--- src/hw/rtl/mftp_pkg.sv ---
// ----------------------------------------------------------------------------
// mftp_pkg
// Shared types and constants for the MIDI file track chunk parser.
// ----------------------------------------------------------------------------
package mftp_pkg;

    // One byte of the track chunk body
    typedef struct packed {
        logic [7:0] data_byte;
        logic       chunk_end;
    } in_t;

    // One result item
    typedef struct packed {
        logic [1:0]  kind;
        logic [31:0] tick_time;
        logic [7:0]  status_byte;
        logic [27:0] payload_length;
        logic [7:0]  data_first;
        logic [7:0]  data_second;
        logic        last_of_event;
    } out_t;

    localparam logic [1:0] KIND_CHANNEL = 2'd0;
    localparam logic [1:0] KIND_META    = 2'd1;
    localparam logic [1:0] KIND_ESCAPE  = 2'd2;
    localparam logic [1:0] KIND_PAYLOAD = 2'd3;

    localparam logic [7:0] STATUS_SYSEX = 8'hF0;
    localparam logic [7:0] STATUS_ESC   = 8'hF7;
    localparam logic [7:0] STATUS_META  = 8'hFF;
    localparam logic [3:0] HI_PROGRAM   = 4'hC;
    localparam logic [3:0] HI_PRESSURE  = 4'hD;

    localparam logic [1:0]  QTY_LAST_BYTE = 2'd3;

    typedef enum logic [12:0] {
        PH_DELTA      = 13'b0_0000_0000_0001,
        PH_STATUS     = 13'b0_0000_0000_0010,
        PH_DATA1      = 13'b0_0000_0000_0100,
        PH_DATA2      = 13'b0_0000_0000_1000,
        PH_DATA_ONE   = 13'b0_0000_0001_0000,
        PH_META_TYPE  = 13'b0_0000_0010_0000,
        PH_LEN_META   = 13'b0_0000_0100_0000,
        PH_LEN_ESC    = 13'b0_0000_1000_0000,
        PH_LEN_SYSEX  = 13'b0_0001_0000_0000,
        PH_LEN_CONT   = 13'b0_0010_0000_0000,
        PH_PAYLOAD    = 13'b0_0100_0000_0000,
        PH_SKIP_SYSEX = 13'b0_1000_0000_0000,
        PH_SKIP_CONT  = 13'b1_0000_0000_0000
    } phase_t;

endpackage

--- src/hw/rtl/mftp_in_stage.sv ---
// ----------------------------------------------------------------------------
// mftp_in_stage
// Input register: captures one byte per transfer and holds it until the
// parser consumes it.
// ----------------------------------------------------------------------------
module mftp_in_stage (
    input  logic          clk,
    input  logic          rst_n,
    input  logic          src_valid,
    output logic          src_stall,
    input  mftp_pkg::in_t src_item,
    input  logic          advance,
    output logic          stage_valid,
    output mftp_pkg::in_t stage_item
);

    logic          valid_reg;
    logic          valid_next;
    mftp_pkg::in_t item_reg;

    assign src_stall   = valid_reg && !advance;
    assign valid_next  = src_stall ? valid_reg : src_valid;
    assign stage_valid = valid_reg;
    assign stage_item  = item_reg;

    always_ff @(posedge clk or negedge rst_n)
    begin
        if (!rst_n)
        begin
            valid_reg <= 1'b0;
        end
        else
        begin
            valid_reg <= valid_next;
        end
    end

    always_ff @(posedge clk)
    begin
        if (src_valid && !src_stall)
        begin
            item_reg <= src_item;
        end
    end

endmodule

--- src/hw/rtl/mftp_parse.sv ---
// ----------------------------------------------------------------------------
// mftp_parse
// Track parser state and the single-pass decision for one byte: delta
// times, running status, channel/meta/escape events, SysEx skipping.
// ----------------------------------------------------------------------------
module mftp_parse (
    input  logic           clk,
    input  logic           rst_n,
    input  logic           step,
    input  mftp_pkg::in_t  item,
    output logic           res_valid,
    output mftp_pkg::out_t res
);

    mftp_pkg::phase_t  phase_reg, phase_next, eff_phase;
    logic [7:0]        rs_reg, rs_next;
    logic [31:0]       ticks_reg, ticks_next;
    logic [27:0]       acc_reg, acc_next;
    logic [1:0]        cnt_reg, cnt_next;
    logic [27:0]       rem_reg, rem_next;
    logic [7:0]        es_reg, es_next;
    logic [7:0]        held_reg, held_next;

    logic [7:0]        b;
    logic [27:0]       qty_value;
    logic              qty_done;
    logic [27:0]       rem_dec;
    logic [3:0]        rs_hi;
    logic [3:0]        b_hi;

    assign b         = item.data_byte;
    assign qty_value = {acc_reg[20:0], b[6:0]};
    assign qty_done  = !b[7] || (cnt_reg == mftp_pkg::QTY_LAST_BYTE);
    assign rem_dec   = rem_reg - 28'd1;
    assign rs_hi     = rs_reg[7:4];
    assign b_hi      = b[7:4];

    // Resolve running status: a data byte in the status position re-enters
    // the phase that the last status selects.
    always_comb
    begin
        eff_phase = phase_reg;
        if (phase_reg == mftp_pkg::PH_STATUS && !b[7])
        begin
            priority if (rs_reg == 8'h00)
                eff_phase = mftp_pkg::PH_DELTA;
            else if (rs_reg == mftp_pkg::STATUS_SYSEX)
                eff_phase = mftp_pkg::PH_LEN_SYSEX;
            else if (rs_hi == mftp_pkg::HI_PROGRAM || rs_hi == mftp_pkg::HI_PRESSURE)
                eff_phase = mftp_pkg::PH_DATA_ONE;
            else
                eff_phase = mftp_pkg::PH_DATA1;
        end
    end

    always_comb
    begin
        phase_next = phase_reg;
        rs_next    = rs_reg;
        ticks_next = ticks_reg;
        acc_next   = acc_reg;
        cnt_next   = cnt_reg;
        rem_next   = rem_reg;
        es_next    = es_reg;
        held_next  = held_reg;

        res_valid          = 1'b0;
        res.kind           = mftp_pkg::KIND_CHANNEL;
        res.tick_time      = ticks_reg;
        res.status_byte    = es_reg;
        res.payload_length = '0;
        res.data_first     = 8'h00;
        res.data_second    = 8'h00;
        res.last_of_event  = 1'b1;

        // running status reuse of a channel status
        if (phase_reg == mftp_pkg::PH_STATUS && !b[7] && rs_reg[7]
            && rs_reg != mftp_pkg::STATUS_SYSEX)
        begin
            es_next         = rs_reg;
            res.status_byte = rs_reg;
        end

        unique case (eff_phase)
            mftp_pkg::PH_STATUS:
            begin
                priority if (b_hi != 4'hF)
                begin
                    es_next = b;
                    rs_next = b;
                    phase_next = (b_hi == mftp_pkg::HI_PROGRAM ||
                                  b_hi == mftp_pkg::HI_PRESSURE)
                                 ? mftp_pkg::PH_DATA_ONE : mftp_pkg::PH_DATA1;
                end
                else if (b == mftp_pkg::STATUS_SYSEX)
                    phase_next = mftp_pkg::PH_LEN_SYSEX;
                else if (b == mftp_pkg::STATUS_ESC)
                    phase_next = (rs_reg == mftp_pkg::STATUS_SYSEX)
                                 ? mftp_pkg::PH_LEN_CONT : mftp_pkg::PH_LEN_ESC;
                else if (b == mftp_pkg::STATUS_META)
                begin
                    rs_next    = 8'h00;
                    phase_next = mftp_pkg::PH_META_TYPE;
                end
                else
                begin
                    rs_next    = 8'h00;
                    phase_next = mftp_pkg::PH_DELTA;
                end
            end
            mftp_pkg::PH_DATA1:
            begin
                held_next  = b;
                phase_next = mftp_pkg::PH_DATA2;
            end
            mftp_pkg::PH_DATA2:
            begin
                res_valid          = 1'b1;
                res.payload_length = 28'd2;
                res.data_first     = held_reg;
                res.data_second    = b;
                phase_next         = mftp_pkg::PH_DELTA;
            end
            mftp_pkg::PH_DATA_ONE:
            begin
                res_valid          = 1'b1;
                res.payload_length = 28'd1;
                res.data_first     = b;
                phase_next         = mftp_pkg::PH_DELTA;
            end
            mftp_pkg::PH_META_TYPE:
            begin
                es_next    = b;
                phase_next = mftp_pkg::PH_LEN_META;
            end
            mftp_pkg::PH_LEN_META, mftp_pkg::PH_LEN_ESC:
            begin
                if (qty_done)
                begin
                    acc_next = '0;
                    cnt_next = 2'd0;
                    if (eff_phase == mftp_pkg::PH_LEN_ESC)
                    begin
                        es_next         = 8'h00;
                        rs_next         = 8'h00;
                        res.status_byte = 8'h00;
                        res.kind        = mftp_pkg::KIND_ESCAPE;
                    end
                    else
                    begin
                        res.kind = mftp_pkg::KIND_META;
                    end
                    res_valid          = 1'b1;
                    res.payload_length = qty_value;
                    res.last_of_event  = (qty_value == 28'd0);
                    rem_next           = qty_value;
                    phase_next = (qty_value == 28'd0) ? mftp_pkg::PH_DELTA
                                                      : mftp_pkg::PH_PAYLOAD;
                end
                else
                begin
                    acc_next = qty_value;
                    cnt_next = cnt_reg + 2'd1;
                end
            end
            mftp_pkg::PH_LEN_SYSEX, mftp_pkg::PH_LEN_CONT:
            begin
                if (qty_done)
                begin
                    acc_next = '0;
                    cnt_next = 2'd0;
                    if (qty_value == 28'd0)
                    begin
                        rs_next    = 8'h00;
                        phase_next = mftp_pkg::PH_DELTA;
                    end
                    else
                    begin
                        rem_next   = qty_value;
                        phase_next = (eff_phase == mftp_pkg::PH_LEN_SYSEX)
                                     ? mftp_pkg::PH_SKIP_SYSEX : mftp_pkg::PH_SKIP_CONT;
                    end
                end
                else
                begin
                    acc_next = qty_value;
                    cnt_next = cnt_reg + 2'd1;
                end
            end
            mftp_pkg::PH_PAYLOAD:
            begin
                rem_next           = rem_dec;
                res_valid          = 1'b1;
                res.kind           = mftp_pkg::KIND_PAYLOAD;
                res.payload_length = rem_dec;
                res.data_first     = b;
                res.last_of_event  = (rem_dec == 28'd0);
                if (rem_dec == 28'd0)
                    phase_next = mftp_pkg::PH_DELTA;
            end
            mftp_pkg::PH_SKIP_SYSEX, mftp_pkg::PH_SKIP_CONT:
            begin
                rem_next = rem_dec;
                if (rem_dec == 28'd0)
                begin
                    if (eff_phase == mftp_pkg::PH_SKIP_SYSEX)
                        rs_next = (b == mftp_pkg::STATUS_ESC) ? mftp_pkg::STATUS_SYSEX
                                                              : 8'h00;
                    else if (b == mftp_pkg::STATUS_ESC)
                        rs_next = 8'h00;
                    phase_next = mftp_pkg::PH_DELTA;
                end
            end
            default:
            begin
                // delta time byte
                phase_next = mftp_pkg::PH_DELTA;
                if (qty_done)
                begin
                    acc_next   = '0;
                    cnt_next   = 2'd0;
                    ticks_next = ticks_reg + {4'h0, qty_value};
                    phase_next = mftp_pkg::PH_STATUS;
                end
                else
                begin
                    acc_next = qty_value;
                    cnt_next = cnt_reg + 2'd1;
                end
            end
        endcase
    end

    always_ff @(posedge clk or negedge rst_n)
    begin
        if (!rst_n)
        begin
            phase_reg <= mftp_pkg::PH_DELTA;
            rs_reg    <= 8'h00;
            ticks_reg <= 32'h0;
            acc_reg   <= '0;
            cnt_reg   <= 2'd0;
            rem_reg   <= '0;
            es_reg    <= 8'h00;
            held_reg  <= 8'h00;
        end
        else if (step)
        begin
            if (item.chunk_end)
            begin
                // end of track: drop any unfinished event
                phase_reg <= mftp_pkg::PH_DELTA;
                rs_reg    <= 8'h00;
                ticks_reg <= 32'h0;
                acc_reg   <= '0;
                cnt_reg   <= 2'd0;
                rem_reg   <= '0;
                es_reg    <= 8'h00;
                held_reg  <= 8'h00;
            end
            else
            begin
                phase_reg <= phase_next;
                rs_reg    <= rs_next;
                ticks_reg <= ticks_next;
                acc_reg   <= acc_next;
                cnt_reg   <= cnt_next;
                rem_reg   <= rem_next;
                es_reg    <= es_next;
                held_reg  <= held_next;
            end
        end
    end

endmodule

--- src/hw/rtl/mftp_out_stage.sv ---
// ----------------------------------------------------------------------------
// mftp_out_stage
// Result register: holds one result until the downstream transfer.
// ----------------------------------------------------------------------------
module mftp_out_stage (
    input  logic           clk,
    input  logic           rst_n,
    input  logic           stage_valid,
    input  logic           res_valid,
    input  mftp_pkg::out_t res,
    output logic           advance,
    output logic           dst_valid,
    input  logic           dst_stall,
    output mftp_pkg::out_t dst_item
);

    logic           valid_reg;
    logic           valid_next;
    logic           load;
    mftp_pkg::out_t item_reg;

    assign advance    = !valid_reg || !dst_stall;
    assign load       = advance && stage_valid && res_valid;
    assign valid_next = advance ? load : valid_reg;
    assign dst_valid  = valid_reg;
    assign dst_item   = item_reg;

    always_ff @(posedge clk or negedge rst_n)
    begin
        if (!rst_n)
        begin
            valid_reg <= 1'b0;
        end
        else
        begin
            valid_reg <= valid_next;
        end
    end

    always_ff @(posedge clk)
    begin
        if (load)
        begin
            item_reg <= res;
        end
    end

endmodule

--- src/hw/rtl/midi_file_track_parser_core.sv ---
// A byte is registered in the input register on its transfer on src; its result is
// then registered in the result register, from which the dst transfer is made.
// Throughput: one byte per cycle unless dst stalls; one combinational parse pass.
// Bytes that yield no result also wait while a stalled result is held on dst.
// Reset: asynchronous, active low; parser returns to awaiting a delta time,
// ticks and running status cleared, both registers empty.
// ----------------------------------------------------------------------------
// midi_file_track_parser_core
// Standard MIDI file track chunk parser, one body byte per transfer.
// ----------------------------------------------------------------------------
module midi_file_track_parser_core (
    input  logic           clk,
    input  logic           rst_n,
    input  logic           src_valid,
    output logic           src_stall,
    input  mftp_pkg::in_t  src_item,
    output logic           dst_valid,
    input  logic           dst_stall,
    output mftp_pkg::out_t dst_item
);

    logic           advance;
    logic           stage_valid;
    mftp_pkg::in_t  stage_item;
    logic           res_valid;
    mftp_pkg::out_t res;

    mftp_in_stage u_in (
        .clk         (clk),
        .rst_n       (rst_n),
        .src_valid   (src_valid),
        .src_stall   (src_stall),
        .src_item    (src_item),
        .advance     (advance),
        .stage_valid (stage_valid),
        .stage_item  (stage_item)
    );

    mftp_parse u_parse (
        .clk       (clk),
        .rst_n     (rst_n),
        .step      (stage_valid && advance),
        .item      (stage_item),
        .res_valid (res_valid),
        .res       (res)
    );

    mftp_out_stage u_out (
        .clk         (clk),
        .rst_n       (rst_n),
        .stage_valid (stage_valid),
        .res_valid   (res_valid),
        .res         (res),
        .advance     (advance),
        .dst_valid   (dst_valid),
        .dst_stall   (dst_stall),
        .dst_item    (dst_item)
    );

`ifndef SYNTHESIS
    a_stall_needs_item: assert property (@(posedge clk) disable iff (!rst_n)
        src_stall |-> stage_valid)
        else $error("input stalled with an empty input register");

    a_hold_when_blocked: assert property (@(posedge clk) disable iff (!rst_n)
        dst_valid && dst_stall && stage_valid |=> stage_valid && $stable(stage_item))
        else $error("parser consumed a byte while the result register was blocked");

    a_channel_is_last: assert property (@(posedge clk) disable iff (!rst_n)
        dst_valid && !dst_item.last_of_event |-> dst_item.kind != mftp_pkg::KIND_CHANNEL)
        else $error("channel event not marked as last of event");

    a_empty_header_last: assert property (@(posedge clk) disable iff (!rst_n)
        dst_valid && dst_item.kind != mftp_pkg::KIND_CHANNEL
        && dst_item.payload_length == 28'd0 |-> dst_item.last_of_event)
        else $error("event with nothing to follow not marked as last");
`endif

endmodule
--- config.mk ---
export PLATFORM = sky130hd
export DESIGN_NAME = midi_file_track_parser_core
export DESIGN_NICKNAME = d
export VERILOG_FILES = /design/src/hw/rtl/mftp_pkg.sv /design/src/hw/rtl/mftp_in_stage.sv /design/src/hw/rtl/mftp_parse.sv /design/src/hw/rtl/mftp_out_stage.sv /design/src/hw/rtl/midi_file_track_parser_core.sv
export SDC_FILE = /design/constraint.sdc
export NUM_CORES = 1
export LEC_CHECK = 0
export ABC_CLOCK_PERIOD_IN_PS = 6900
export BUFFER_PORTS_ARGS = -buffer_cell sky130_fd_sc_hd__buf_4
export CAP_MARGIN = 20
export CELL_PAD_IN_SITES_DETAIL_PLACEMENT = 0
export CELL_PAD_IN_SITES_GLOBAL_PLACEMENT = 1
export CORE_ASPECT_RATIO = 0.5
export CORE_MARGIN = 5
export CORE_UTILIZATION = 43
export DETAILED_ROUTE_END_ITERATION = 12
export GPL_TIMING_DRIVEN = 1
export PLACE_DENSITY_LB_ADDON = 0.25
export SLEW_MARGIN = 0
export SYNTH_ARGS = -nofsm -noshare
export SYNTH_HDL_FRONTEND = slang
export SYNTH_SLANG_ARGS = --single-unit
--- constraint.sdc ---
create_clock -name clk -period 6.9 [get_ports clk]
set_clock_uncertainty 0.1 [all_clocks]
set_input_delay 1.38 -clock clk [delete_from_list [all_inputs] [get_ports clk]]
set_output_delay 1.38 -clock clk [all_outputs]
set_load 0.005 [all_outputs]
==> flow_summary.ini, run 1 <==
[power_and_ir_drop]
ir_drop_uv = 138
leakagePower_nw = 5.91
clockPowerShare_pct = 38.1
power_frac_comb_pct = 14.7
power_density_mw_per_mm2 = 223
seqPwrFrac_pct = 47.2
p_sw_share_pct = 28.4
net-switching-power_mw = 0.881
intPower_mw = 2.22

[floorplan]
core.rowCount = 43
core_area_sq_mm = 0.0277
chipWidth_um = 247
die-area_sq_mm = 0.0318
start_util_pct = 43.6
ios = 102
die_y_um = 129

[clocking]
cts-root-buf = clkbuf_16
cts_buffers = 22
clk_latency_ns = 0.53
cts.path.max_buffers = 3
htree_levels = 1
cts_sinks = 218
cts-resized-gates = 0
cts_hold_buf = 0
clk_pin_slew_worst_paths_ns = 0.06
tritoncts = built
post_cts_buffers = 0

[worst_setup_path]
crit_path_top_delay_cell = nor2_1
cp.required_ns = 6.99
critPathKind = reg -> reg
crit_fanout = 59
end_kind = register
cp_top_family = simple AND/OR/NAND/NOR gates
worst-endpoint-arrival_ns = 5.13
cp-start-kind = register
path_cells = nor4_1 -> and4_1 -> a21oi_1 -> or3b_2 -> nor2_1 -> or2_2 -> nor2_1 -> nor2_4 -> buf_12
max_stage_delay_ns = 0.75
cp.buffers_inverters = 1
r2r_setup_slack_ns = 1.86
path_common_cell = nor2_1

[drt]
drtIter0Drc = 1051
vias_per_cell = 6.07
drc = 0
dr.pass1.iters = 5
vias = 10200
drtAntennaViolNets = 0
wl_mm = 37.3
detail_route.wl_per_cell_um = 22.2

[worst_hold_path]
hold_class = reg -> reg

[sta]
finalCritPeriodShare_pct = 73.1
setup_viol = 0
period_minus_slack_ns = 5.04
slew_headroom_pct = 29.5
rsz0062_at_grt = false
tns_ns = 0
fmax_mhz = 198
finalHoldViolCount = 0
slew_violations = 0
hold_ws_ns = 0.380
worstMarginPinSlew_ns = 1.06

[yosys]
synth_cell_types = 80
synth_ff_type = dfrtp_1
ys_seq_area_share_pct = 49.1
syn-instance-count = 1207
syn-num-nets = 1252
async_flop_share_pct = 56.0
syn_area_sq_mm = 0.0121
synth_edf_count = 96
ys.warnings.count = 0
avgSynthCellArea_sq_um = 10.0
ys_ff_latch = 218

[cells_and_area]
n_antenna_cell = 0
largest_reg_flops = 87
num-fill-cells = 2559
area_growth_pct = 15.0
fin_nets = 1330
seqCellArea_sq_mm = 0.00594
multi_input_area_sq_mm = 0.00569
drive_gt1_share_pct = 15.1

[placed_design]
gp_congestion = 0.938
dp_hpwl_mm = 26.0
port_buffers = 101

[global_route]
grt_usage_pct = 23.5
grt-ovfl-total = 0
antenna_found_initial = 2
grt_pass1_vias = 9732
grt_max_degree = 71
grt_pass1_wl_mm = 58.6

[run]
max-cap-violations = 0

[status]
status = complete, no violations
Yosys cell counts (25+ instances only):
master    number  area, sq um
dfrtp_1      121         3030
nand2_1      112          420
o21ai_0      105          526
edfxtp_1      96         2880
a21oi_1       64          320
nor2_1        64          240
inv_1         56          210
clkbuf_1      49          184
nor3_1        47          235
a22o_1        44          385
nor4_1        36          225
xnor2_1       34          298
mux2i_1       32          320
ha_1          31          388
nand3_1       25          125
power groups by stage:
stage / Combinational [mW] / Clock (mW) / Sequential (mW)
CTS: 0.448 / 1.20 / 1.46
floorplan: 0.340 / 0 / 1.45
global placement: 0.439 / 0 / 1.49
finish: 0.457 / 1.18 / 1.46
detailed placement: 0.445 / 0 / 1.49
global route: 0.504 / 1.25 / 1.47
metal layers:
layer	GRT usage [%]	vias to the layer above	share of wire, %
li1	-	4696	-
met1	35.9	5082	48
met2	34.9	370	43
met3	4.23	63	6.7
met4	5.47	2	2.2
met5	0	-	0.019
layout make-up:
type                            count  area share (%)
Clock buffer                       29            4.37
Clock inverter                     11           0.567
Inverter                           56            1.51
Multi-Input combinational cell    870            40.9
Sequential cell                   218            42.7
Tap cell                          382            3.44
Timing Repair Buffer              117            6.55
through the flow:
step                      area (sq um)  std cells  utilization, %  setup slack [ns]  power (mW)
after floorplan                  12100       1207               -             0.136        1.79
after global placement           13200       1642            47.6              2.01        1.93
after detailed placement         13200       1642            47.6              1.88        1.93
after CTS                        13900       1682            50.1              1.88        3.11
after global routing             13900       1683            50.2              1.50        3.23
final                            13900       1683            50.2              1.86        3.10
placed cells by master (no fill, tap or decap), types with 10 or more instances in the layout:
cell type    n
nand2_1    112
nor3_1      46
o22ai_1     13
o21ai_0    104
and3_1      15
clkbuf_16   23
a21oi_1     63
a22o_1      44
nand2b_1    13
inv_1       56
nand4_1     17
edfxtp_1    96
nor4_1      36
dfrtp_1    121
nand3_1     25
a21o_1      13
or3_1       16
or2_2       10
a211oi_1    13
ha_1        31
nor2_1      62
and2_1      12
buf_4      115
xnor2_1     34
mux2i_1     32
worst reg2reg max path: stages (launching register included):
cell	delay (ns)
dfrtp_1	0.45
nor4_1	0.71
and4_1	0.42
a21oi_1	0.23
or3b_2	0.56
nor2_1	0.75
or2_2	0.25
nor2_1	0.07
nor2_4	0.73
buf_12	0.37
final timing paths:
check | from | end | cells after the start
setup / recovery | u_parse.phase_reg[4] | u_out.dst_item[69] | 9
hold / removal | u_parse.es_reg[5] | u_parse.es_reg[5] | 1
setup reg to reg | u_parse.phase_reg[4] | u_out.dst_item[69] | 9
hold reg to reg | u_parse.es_reg[5] | u_parse.es_reg[5] | 1
max in group asynchronous | rst_n | u_parse.rem_reg[17] | 3
min in group asynchronous | rst_n | u_parse.phase_reg[9] | 1
cells by family after synthesis:
logic type / count (synthesis) / share of synthesized area, %
xor gates and xnor gates: 41 / 2.97
DFF: 218 / 49.1
muxes: 48 / 4.42
and+or+nand+nor: 405 / 17.2
AOI/OAI and AO/OA: 344 / 18.9
buffers and inverters: 119 / 4.02
adders and majority gates: 32 / 3.37
No activity file was read; power rests on OpenSTA's default activity.
==> run 2: changes to the inputs <==
--- a/config.mk
+++ b/config.mk
@@ -5,7 +5,7 @@
 export SDC_FILE = /design/constraint.sdc
 export NUM_CORES = 1
 export LEC_CHECK = 0
-export ABC_CLOCK_PERIOD_IN_PS = 6900
+export ABC_CLOCK_PERIOD_IN_PS = 4400
 export BUFFER_PORTS_ARGS = -buffer_cell sky130_fd_sc_hd__buf_4
 export CAP_MARGIN = 20
 export CELL_PAD_IN_SITES_DETAIL_PLACEMENT = 0
==> constraint.sdc (replaced) <==
create_clock -name clk -period 4.4 [get_ports clk]
set_clock_uncertainty 0.1 [all_clocks]
set_input_delay 0.88 -clock clk [delete_from_list [all_inputs] [get_ports clk]]
set_output_delay 0.88 -clock clk [all_outputs]
set_load 0.005 [all_outputs]
==> flow_summary.ini, run 2 (synthesis results as in run 1) <==
[clocking]
cts-resized-gates = 0
cts-root-buf = clkbuf_16
clk_pin_slew_worst_paths_ns = 0.07
tritoncts = built
cts_buffers = 22
post_cts_buffers = 0
clk_latency_ns = 0.53
cts_hold_buf = 0
cts.path.max_buffers = 3
cts_sinks = 218
htree_levels = 1

[cells_and_area]
largest_reg_flops = 87
layout_commonest_cell = buf_4
drive_gt1_share_pct = 17.3
final_util_pct = 51.2
num-fill-cells = 2519
n_antenna_cell = 0
area_growth_pct = 17.4
fin_nets = 1361
final_cell_mix = buf_4, dfrtp_1, nand2_1

[sta]
fmax_mhz = 256
worstMarginPinSlew_ns = 0.926
timing.final.ws_setup_ns = 0.488
slew_violations = 0
finalHoldViolCount = 0
period_minus_slack_ns = 3.91
rsz0062_at_grt = false
slew_headroom_pct = 38.0
tns_ns = 0
finalCritPeriodShare_pct = 88.9
setup_viol = 0
hold_ws_ns = 0.356

[worst_setup_path]
crit_path_top_delay_cell = or4_4
cp.required_ns = 4.71
critPathLaunch = u_parse.rem_reg[10]
critPathKind = reg -> reg
crit_fanout = 13
path_cells = or3_1 -> or4_4 -> nor4_1 -> xor2_1 -> nor4_1 -> nand3_2 -> a221oi_4 -> buf_4 -> mux2_2
end_kind = register
cp-start-kind = register
timing.rr.start = u_parse.rem_reg[10]
max_stage_delay_ns = 0.62
path_common_cell = nor4_1
worst-endpoint-arrival_ns = 4.22

[global_route]
grt_max_degree = 88
antenna_found_initial = 0
gr-max-usage-layer = met2
grt_pass1_vias = 9920
met2_usage_pct = 36.6
grt_use_met3_pct = 4.25
met1_usage_pct = 36.4
grt_usage_pct = 24.2
grt-ovfl-total = 0
grt_pass1_wl_mm = 59.9

[power_and_ir_drop]
power_frac_comb_pct = 15.4
clockPowerShare_pct = 39.3
p_sw_share_pct = 27.7
power_density_mw_per_mm2 = 356
finalPower_mw = 5.05
ir_drop_uv = 221
intPower_mw = 3.65
leakagePower_nw = 6.09
seqPwrFrac_pct = 45.3
net-switching-power_mw = 1.40

[floorplan]
die-area_sq_mm = 0.0318
core.rowCount = 43
chipWidth_um = 247
die_y_um = 129
core_area_sq_mm = 0.0277
start_util_pct = 43.6
ios = 102

[drt]
dr.pass1.iters = 5
wl_mm = 38.7
drtAntennaViolNets = 0
vias = 10200
detail_route.wl_per_cell_um = 22.6
drtIter0Drc = 888
drc = 0
vias_per_cell = 5.96

[placed_design]
gp_congestion = 0.950
dp_worst_setup_slack_ns = 0.503
port_buffers = 101
dp_hpwl_mm = 27.6

[worst_hold_path]
hold_class = in -> async

[status]
status = complete, no violations

[run]
max-cap-violations = 0
-- run 2: cell types whose count changed in the layout (fill, tap and decap cells not counted), sizes merged --
cell and delta:
clkbuf +2, buf +31, clkinvlp -1, bufinv +2, clkinv -3
-- run 2: layer usage --
metal	part of all wire, %	wire length (um)
met4	2.3	891
met1	48	18700
met2	43	16700
met5	0	0
met3	6.2	2400
-- run 2: final cells by class --
class | count | area [sq um] | area share (%)
clock inverters | 9 | 120 | 0.846
multi-input cells | 870 | 5690 | 40.1
inverters | 56 | 210 | 1.48
repair buffers | 148 | 1140 | 8.00
well taps | 382 | 478 | 3.37
clock buffers | 31 | 626 | 4.41
flip-flops and latches | 218 | 5940 | 41.8
-- run 2: critical path: cells and delay by family (launching register included) --
family / cells / cell delay, ns
AO/OA/AOI/OAI: 1 / 0.29
XOR/XNOR: 1 / 0.19
buffers and inverters: 1 / 0.30
flip-flops: 1 / 0.46
multiplexers: 1 / 0.37
AND/OR/NAND/NOR: 5 / 2.08
-- run 2: path summary, 6_finish.rpt --
path | depth (start not counted) | endpoint | slack [ns]
min in group clk | 1 | u_parse.es_reg[5] | 0.38
setup / recovery | 9 | u_parse.phase_reg[2] | 0.49
hold / removal | 1 | u_parse.held_reg[5] | 0.36
setup reg to reg | 9 | u_parse.phase_reg[2] | 0.49
hold reg to reg | 1 | u_parse.es_reg[5] | 0.38
max in group asynchronous | 2 | u_parse.rem_reg[15] | 2.94
-- run 2: power by group through the flow --
stage | combinational [mW] | sequential (mW) | clock [mW]
2_1_floorplan | 0.533 | 2.28 | 0
3_3_place_gp | 0.763 | 2.32 | 0
3_5_place_dp | 0.764 | 2.33 | 0
4_1_cts | 0.768 | 2.29 | 2.03
5_1_grt | 0.846 | 2.29 | 2.11
6_report | 0.776 | 2.29 | 1.99
-- run 2: through the flow --
step | cells | cell area [sq um]
after global routing | 1714 | 14200
after global placement | 1674 | 13400
after floorplan | 1207 | 12100
after CTS | 1714 | 14200
after detailed placement | 1674 | 13400
final | 1714 | 14200
==> run 3: changes to the inputs <==
--- a/config.mk
+++ b/config.mk
@@ -5,14 +5,14 @@
 export SDC_FILE = /design/constraint.sdc
 export NUM_CORES = 1
 export LEC_CHECK = 0
-export ABC_CLOCK_PERIOD_IN_PS = 4400
+export ABC_AREA = 1
+export ABC_CLOCK_PERIOD_IN_PS = 4200
 export BUFFER_PORTS_ARGS = -buffer_cell sky130_fd_sc_hd__buf_4
-export CAP_MARGIN = 20
 export CELL_PAD_IN_SITES_DETAIL_PLACEMENT = 0
 export CELL_PAD_IN_SITES_GLOBAL_PLACEMENT = 1
 export CORE_ASPECT_RATIO = 0.5
 export CORE_MARGIN = 5
-export CORE_UTILIZATION = 43
+export CORE_UTILIZATION = 45
 export DETAILED_ROUTE_END_ITERATION = 12
 export GPL_TIMING_DRIVEN = 1
 export PLACE_DENSITY_LB_ADDON = 0.25
==> constraint.sdc (replaced) <==
create_clock -name clk -period 4.2 [get_ports clk]
set_clock_uncertainty 0.1 [all_clocks]
set_input_delay 0.84 -clock clk [delete_from_list [all_inputs] [get_ports clk]]
set_output_delay 0.84 -clock clk [all_outputs]
set_load 0.005 [all_outputs]
==> flow_summary.ini, run 3 <==
[drt]
drtAntennaViolNets = 0
vias = 12000
vias_per_cell = 5.50
drc = 0
drtIter0Drc = 1105
dr.pass1.iters = 5
wl_mm = 42.6
detail_route.wl_per_cell_um = 19.5

[clocking]
clk_latency_ns = 0.54
cts.path.max_buffers = 3
cts-root-buf = clkbuf_16
clk_pin_slew_worst_paths_ns = 0.06
htree_levels = 1
cts_sinks = 218
cts_buffers = 22
cts_hold_buf = 0
tritoncts = built
post_cts_buffers = 0
cts-resized-gates = 0

[power_and_ir_drop]
p_sw_share_pct = 32.3
net-switching-power_mw = 1.90
ir_drop_uv = 303
power_density_mw_per_mm2 = 392
seqPwrFrac_pct = 42.6
clockPowerShare_pct = 35.6
leakagePower_nw = 6.88
power_frac_comb_pct = 21.8
finalPower_mw = 5.86
intPower_mw = 3.97

[placed_design]
gp_congestion = 0.923
dp_hpwl_mm = 32.4
port_buffers = 101
dp_cells = 2146

[worst_setup_path]
cp.required_ns = 4.34
cp-start-kind = register
critPathKind = reg -> reg
end_kind = register
timing.rr.start = u_in.stage_item[8]
critPathLaunch = u_in.stage_item[8]
worst-endpoint-arrival_ns = 3.62
crit_fanout = 69

[sta]
finalHoldViolCount = 0
slew_headroom_pct = 34.4
tns_ns = 0
rsz0062_at_grt = false
period_minus_slack_ns = 3.48
fmax_mhz = 287
worstMarginPinSlew_ns = 0.983
slew_violations = 0
finalCritPeriodShare_pct = 82.9
setup_viol = 0

[yosys]
synth_top_cell_by_area = dfrtp_1
yosysMostFrequentCell = nand2_1
ys_seq_area_share_pct = 45.7
yosys-top-cells-area = dfrtp_1, edfxtp_1, nand2_1, nor2_1, inv_1
syn-num-nets = 1721
ys.warnings.count = 0
ys_ff_latch = 218
synth_edf_count = 96
synth_cell_types = 45
syn-instance-count = 1676
netlist_top_cells_count = nand2_1, nor2_1, inv_1
syn_area_sq_mm = 0.0130
synth_top_area_share_pct = 23.3
async_flop_share_pct = 56.0
synth_ff_type = dfrtp_1
avgSynthCellArea_sq_um = 7.76

[global_route]
met2_usage_pct = 38.5
grt_pass1_wl_mm = 66.4
gr-max-usage-layer = met1
met1_usage_pct = 39.7
grt_usage_pct = 25.8
grt-ovfl-total = 0
grt_max_degree = 70
antenna_found_initial = 0
grt_pass1_vias = 11500
grt_use_met3_pct = 5.34

[floorplan]
die_y_um = 130
core.rowCount = 44
ios = 102
start_util_pct = 45.2
chipWidth_um = 250
core_area_sq_mm = 0.0287
die-area_sq_mm = 0.0326

[status]
status = complete, no violations

[cells_and_area]
area_growth_pct = 15.0
largest_reg_flops = 87
layout_commonest_cell = nand2_1
final_cell_mix = nand2_1, nor2_1, inv_1
fin_nets = 1824
num-fill-cells = 2880
final_cells = 2186
multi_input_area_sq_mm = 0.00614
seqCellArea_sq_mm = 0.00594
n_antenna_cell = 0
drive_gt1_share_pct = 13.5

[worst_hold_path]
hold_class = in -> async

[run]
max-cap-violations = 0
-- run 3: cell count changes in the layout (fill, tap and decap cells not counted), moves of 22 or more --
cell,previous run,this run
nand4_1,17,40
xnor2_1,34,8
o21ai_1,2,66
nor2_1,62,214
a22o_1,44,0
inv_1,56,169
o21ai_0,104,74
buf_4,146,124
nor4_1,36,7
o21ai_2,0,23
nand3_1,25,102
mux2i_1,32,0
nand2_1,112,448
-- run 3: power groups by stage --
stage	Clock, mW	Sequential (mW)	Combinational [mW]
after CTS	2.13	2.49	1.26
after global routing	2.22	2.51	1.43
after detailed placement	0	2.53	1.25
after floorplan	0	2.48	0.939
after global placement	0	2.53	1.25
final	2.09	2.50	1.28
-- run 3: cell families (layout without fill, tap and decap cells) --
family / after synthesis / in the layout / synth area share (%)
XOR/XNOR: 22 / 22 / 1.48
AO/OA/AOI/OAI: 283 / 283 / 12.3
adder cells (fa/ha/maj): 32 / 32 / 3.14
AND/OR/NAND/NOR: 898 / 898 / 30.2
buffers and inverters: 223 / 342 / 7.17
flip-flops: 218 / 218 / 45.7
-- run 3: metrics by stage --
stage | area, sq um | setup WS (ns) | util (%) | hold slack, ns
5_1_grt | 15000 | 0.477 | 52.0 | 0.210
4_1_cts | 15000 | 0.743 | 52.0 | 0.185
3_3_place_gp | 14200 | 0.806 | 49.4 | 0.356
6_report | 15000 | 0.720 | 52.0 | 0.175
2_1_floorplan | 13000 | 0.808 | - | 0.342
3_5_place_dp | 14200 | 0.783 | 49.4 | 0.360
-- run 3: final cells by class --
cell class                      count  area share (%)
Inverter                          176            4.42
Multi-Input combinational cell   1235            41.0
Clock inverter                      8           0.443
Sequential cell                   218            39.7
Timing Repair Buffer              126            6.49
Tap cell                          391            3.27
Clock buffer                       32            4.63
-- run 3: worst paths after layout --
| kind | depth (start not counted) | endpoint | slack [ns] |
|---|---|---|---|
| worst min-delay path | 1 | u_parse.ticks_reg[27] | 0.18 |
| worst max-delay path | 13 | u_out.dst_item[40] | 0.72 |
| worst min register to register | 2 | u_parse.es_reg[3] | 0.38 |
| worst max register to register | 13 | u_out.dst_item[40] | 0.72 |
| max in group asynchronous | 2 | u_parse.phase_reg[0] | 3.02 |
| min in group clk | 2 | u_parse.es_reg[3] | 0.38 |
-- run 3: per-layer routing --
layer  vias to the layer above  part of all wire (%)
met2                       433                    42
met3                        43                   8.6
met5                         -                     0
met1                      5770                    48
li1                       5782                     -
met4                         0                   1.4
-- run 3: critical path, stage by stage (launching register included) --
cell and delay, ns:
edfxtp_1 0.59, nor2_1 0.21, nand2_2 0.10, nor2_2 0.17, nand3_2 0.13, nor2_1 0.14
nor2_2 0.07, nand2_4 0.13, nor2_8 0.09, nand2_4 0.27, nand2_1 0.21, nor3_1 0.57
nor2_4 0.08, buf_12 0.25
